<file path="src/sv/vbap_triplet_gains_defines.svh">
// Assertion macros for the triplet gain block
`ifndef VBAP_TRIPLET_GAINS_DEFINES_SVH
`define VBAP_TRIPLET_GAINS_DEFINES_SVH

// same-cycle implication, checked out of reset
`define VBT_ASSERT_IMPL(lbl, ante, cons, msg) \
    lbl: assert property (@(posedge aclk) disable iff (!aresetn) (ante) |-> (cons)) \
        else $error(msg);

// next-cycle implication, checked out of reset
`define VBT_ASSERT_NEXT(lbl, ante, cons, msg) \
    lbl: assert property (@(posedge aclk) disable iff (!aresetn) (ante) |=> (cons)) \
        else $error(msg);

`endif

</file>
<file path="src/sv/vbt_pkg.sv">
// Shared types and constants for the triplet gain pipeline
`default_nettype none
package vbt_pkg;
    localparam int COEF_BITS_DEF   = 18;
    localparam int SAMPLE_BITS_DEF = 16;
    localparam int NORM_TOP        = 30;
    localparam int SUM_W           = 2 * NORM_TOP + 2;
    localparam int SQ_W            = SUM_W + 1;
    localparam int SQ_STEPS        = SUM_W / 2;
    localparam int ROOT_W          = SQ_STEPS;

    typedef enum logic [1:0] {
        REG_ROW_X = 2'd0,
        REG_ROW_Y = 2'd1,
        REG_ROW_Z = 2'd2,
        REG_TOL   = 2'd3
    } reg_idx_t;

    typedef struct packed {
        logic [2:0][NORM_TOP-1:0] mag;
        logic [2:0]               neg;
        logic                     ok;
    } side_t;
endpackage
`default_nettype wire

</file>
<file path="src/sv/vbt_sqrt.sv">
// Pipelined integer square root, one result bit per stage
`default_nettype none
module vbt_sqrt import vbt_pkg::*; (
    input  wire logic             aclk,
    input  wire logic             aresetn,
    input  wire logic             en,
    input  wire logic             in_valid,
    input  wire side_t            in_side,
    input  wire logic [SUM_W-1:0] in_sum,
    output logic                  out_valid,
    output side_t                 out_side,
    output logic [ROOT_W-1:0]     out_root
);
    logic [SQ_W-1:0] x_reg [SQ_STEPS];
    logic [SQ_W-1:0] r_reg [SQ_STEPS];
    logic [SQ_W-1:0] x_next [SQ_STEPS];
    logic [SQ_W-1:0] r_next [SQ_STEPS];
    side_t           side_reg [SQ_STEPS];
    logic [SQ_STEPS-1:0] v_reg;

    always_comb begin
        logic [SQ_W-1:0] xi, ri, bitv, t;
        for (int j = 0; j < SQ_STEPS; j++) begin
            xi   = (j == 0) ? SQ_W'(in_sum) : x_reg[(j == 0) ? 0 : j - 1];
            ri   = (j == 0) ? '0 : r_reg[(j == 0) ? 0 : j - 1];
            bitv = SQ_W'(1) << (2 * (SQ_STEPS - 1 - j));
            t    = ri + bitv;
            if (xi >= t) begin
                x_next[j] = xi - t;
                r_next[j] = (ri >> 1) + bitv;
            end else begin
                x_next[j] = xi;
                r_next[j] = ri >> 1;
            end
        end
    end

    always_ff @(posedge aclk) begin
        if (!aresetn) begin
            v_reg <= '0;
        end else if (en) begin
            v_reg <= {v_reg[SQ_STEPS-2:0], in_valid};
        end
    end

    always_ff @(posedge aclk) begin
        if (en) begin
            x_reg       <= x_next;
            r_reg       <= r_next;
            side_reg[0] <= in_side;
            for (int j = 1; j < SQ_STEPS; j++) begin
                side_reg[j] <= side_reg[j-1];
            end
        end
    end

    assign out_valid = v_reg[SQ_STEPS-1];
    assign out_side  = side_reg[SQ_STEPS-1];
    assign out_root  = r_reg[SQ_STEPS-1][ROOT_W-1:0];
endmodule
`default_nettype wire

</file>
<file path="config.mk">
export PLATFORM = sky130hd
export DESIGN_NAME = vbt_sqrt
export DESIGN_NICKNAME = d
export VERILOG_FILES = /design/src/sv/vbap_triplet_gains_defines.svh /design/src/sv/vbt_pkg.sv /design/src/sv/vbt_sqrt.sv
export SDC_FILE = /design/constraint.sdc
export NUM_CORES = 2
export LEC_CHECK = 0
export ABC_AREA = 0
export BUFFER_PORTS_ARGS = -buffer_cell sky130_fd_sc_hd__buf_2
export CAP_MARGIN = 20
export CORE_UTILIZATION = 45
export CTS_CLUSTER_DIAMETER = 120
export DETAILED_ROUTE_END_ITERATION = 6
export GPL_ROUTABILITY_DRIVEN = 0
export SYNTH_ARGS = -nofsm -noshare
export SYNTH_HDL_FRONTEND = slang
export SYNTH_SLANG_ARGS = --single-unit
</file>
<file path="constraint.sdc">
create_clock -name aclk -period 3.4 [get_ports aclk]
set_input_delay 0.17 -clock aclk [delete_from_list [all_inputs] [get_ports aclk]]
set_output_delay 0.17 -clock aclk [all_outputs]
set_load 0.02 [all_outputs]
</file>
==> out/qor.yml <==
crit_arrival_ps: 4440
fp.dieH_um: 676
rsz0062_at_grt: "true"
synth_most_common_cell: "edfxtp_1"
overflow: 0
clkSlewWorstSetupHoldPaths_ps: 60
yosys.area.top_type: "edfxtp_1"
grt_max_degree: 178
skew_ps: 56.4
via_per_inst: 5.23
worst_skew_pair.late_latency_ps: 1040
clkSinkCount: 5331
report.power.total_uw: 166000
seqPwrFrac_pct: 49.7
leakagePower_uw: 0.0906
power_density_nw_per_um2: 670
vias: 109452
setup_viol: 25
num_rows: 247
relSlewSlack_pct: 41.2
combinationalPowerShare_pct: 14.2
place_area_sq_um: 222000
postLayoutSetupSlackWorst_ps: -233
clockBufferDepth: 4
violations: "design-rule violations, negative setup slack"
hold_violations: 0
layout-drive-gt1-share_pct: 19.6
htreeDepth: 6
slew_violations: 0
grt_pass1_wl_um: 606000
p_sw_uw: 41500
num-nets-final: 15173
endpoint_kind: "flop"
fin_crit_ps: 3630
min_path_type: "input pin to flop"
fmax_mhz: 275
syn_area_per_cell_sq_um: 16.6
start_util_pct: 45.2
synth_cell_types: 86
pwr-share-clk_pct: 36.1
tightest_slew_ps: 882
cts_buffers: 561
synth_edf_count: 5300
peakVddDrop_v: 0.000534
syn-cell-area_sq_um: 204000
ioPinCount: 286
ys_ff_latch: 5331
antenna_found_initial: 19
yosysSeqAreaShare_pct: 78.1
synth_area_leaders: "edfxtp_1, ha_1, xnor2_1"
core_sq_um: 452000
cts_tree: "done"
synth_top_area_share_pct: 77.8
io_buffer_count: 285
largest_reg_flops: 2914
setup_tns_ps: -1520
detail_route.wl_per_cell_um: 18.8
drtIter0Drc: 8054
die-area_sq_um: 457000
sw_frac_of_total_pct: 25.0
synth_cells: 12336
start_kind: "flop"
p_int_uw: 125000
cap_viol_max_count: 0
critPathKind: "flop to flop"
detail-route-antenna-nets: 0
status: "finished with violations"
fin_crit_sh_pct: 107
ys_async_sr_fraction_pct: 0
grt_pass1_vias: 112601
track_usage_pct: 16.6
drt_wl_total_um: 392000
hpwl_um: 269000
dr.pass1.iters: 7
synth_fp_nets: 13021
path_max_fanout: 4
synth_warnings: 0
yosys-top-cells-count: "edfxtp_1, nor2_1, inv_1, a21oi_1, nand2_1"
stdcell_area_sq_um: 248000
cts_root_buf: "clkbuf_16"
synth_top_flop_cell: "edfxtp_1"
critical_path_required_ps: 4210
area_growth_syn_to_layout_pct: 21.2
drc: 2
die_w_um: 676
[cells in the final DEF (no fill, tap or decap), drive strengths merged, types with 49 or more instances in the layout]
| master | instances |
|---|---|
| a31oi | 50 |
| nand2 | 590 |
| mux2 | 71 |
| or3 | 86 |
| a21oi | 591 |
| nor3 | 267 |
| dlygate4sd3 | 319 |
| nor4 | 327 |
| xor2 | 412 |
| a211oi | 50 |
| nor2b | 92 |
| inv | 669 |
| or4 | 82 |
| ha | 525 |
| nor4b | 54 |
| o211ai | 52 |
| buf | 1566 |
| nor2 | 642 |
| nand2b | 114 |
| bufinv | 52 |
| o21bai | 49 |
| nand3 | 164 |
| o21ai | 402 |
| xnor2 | 442 |
| clkbuf | 669 |
| nand4 | 146 |
| o21a | 82 |
| clkinv | 249 |
| a21o | 222 |
| edfxtp | 5300 |
[per-layer routing]
layer / up-vias / routed length (um) / GRT usage, %
li1: 51586 / - / -
met4: 2 / 21800 / 8.19
met2: 3273 / 202000 / 30.6
met5: - / 12 / 0
met3: 1331 / 19000 / 2.77
met1: 53260 / 150000 / 18.6
[worst paths after layout]
check	slack, ps	start	cells after the start	endpoint
max reg2reg	-230	x_reg[584]	12	x_reg[565]
min reg2reg	400	side_reg[1][544]	0	side_reg[1][638]
max	-230	x_reg[584]	12	x_reg[565]
min	180	en	2	side_reg[0][44]
[cell families (layout without fill, tap and decap cells)]
family | Yosys count | count (layout) | share of synthesized area [%]
flops | 5331 | 5331 | 78.1
simple gates | 2816 | 2816 | 7.13
compound gates | 1760 | 1760 | 5.37
buf+inv | 938 | 3537 | 1.90
xor+xnor | 854 | 854 | 3.66
fa+ha+maj | 525 | 525 | 3.21
mux | 112 | 112 | 0.592
other cells | 0 | 3 | 0
[layout make-up]
cell class	instances	area, sq um
inverters	639	2400
multi-input cells	6067	44300
clock inverters	344	3850
repair buffers	1888	15500
diodes	3	7.51
clock buffers	666	14500
well taps	5976	7480
fillers	34827	205000
flip-flops and latches	5331	160000
[stage by stage]
step,util (%),worst slack (ps),hold WS (ps),cells
final,54.8,-233,176,20914
after global routing,54.8,-352,115,20912
after CTS,54.0,-272,40.9,20807
after detailed placement,49.0,-780,348,19452
after global placement,49.0,-1200,347,19451
after floorplan,-,-10.6,269,12336
[worst max-delay path, cell delays in order (launching register included)]
cell and delay (ps):
edfxtp_1 420, inv_2 110, ha_4 120, or4b_4 460, nor3_4 170, nand4_1 310
o211ai_1 320, and3b_2 260, inv_2 60, o211ai_1 170, or4_4 550, nor4_4 260
xor2_1 230
[power groups by stage]
stage / Combinational [uW] / Sequential (uW) / Clock [uW]
2_1_floorplan: 12900 / 82600 / 0
3_3_place_gp: 20700 / 83600 / 0
3_5_place_dp: 21400 / 83800 / 0
4_1_cts: 22200 / 82500 / 61800
5_1_grt: 25500 / 83100 / 64300
6_report: 23500 / 82600 / 59900
[timing repair]
item                       in CTS  in global routing
hold buffers                  319                  0
resized for setup             191                436
hold endpoints to repair      900                  0
setup endpoints to repair     332                468
pin swaps                      45                185
cloned                          1                  3
setup buffers                  27                112
Power figures use the tool's default switching activity.
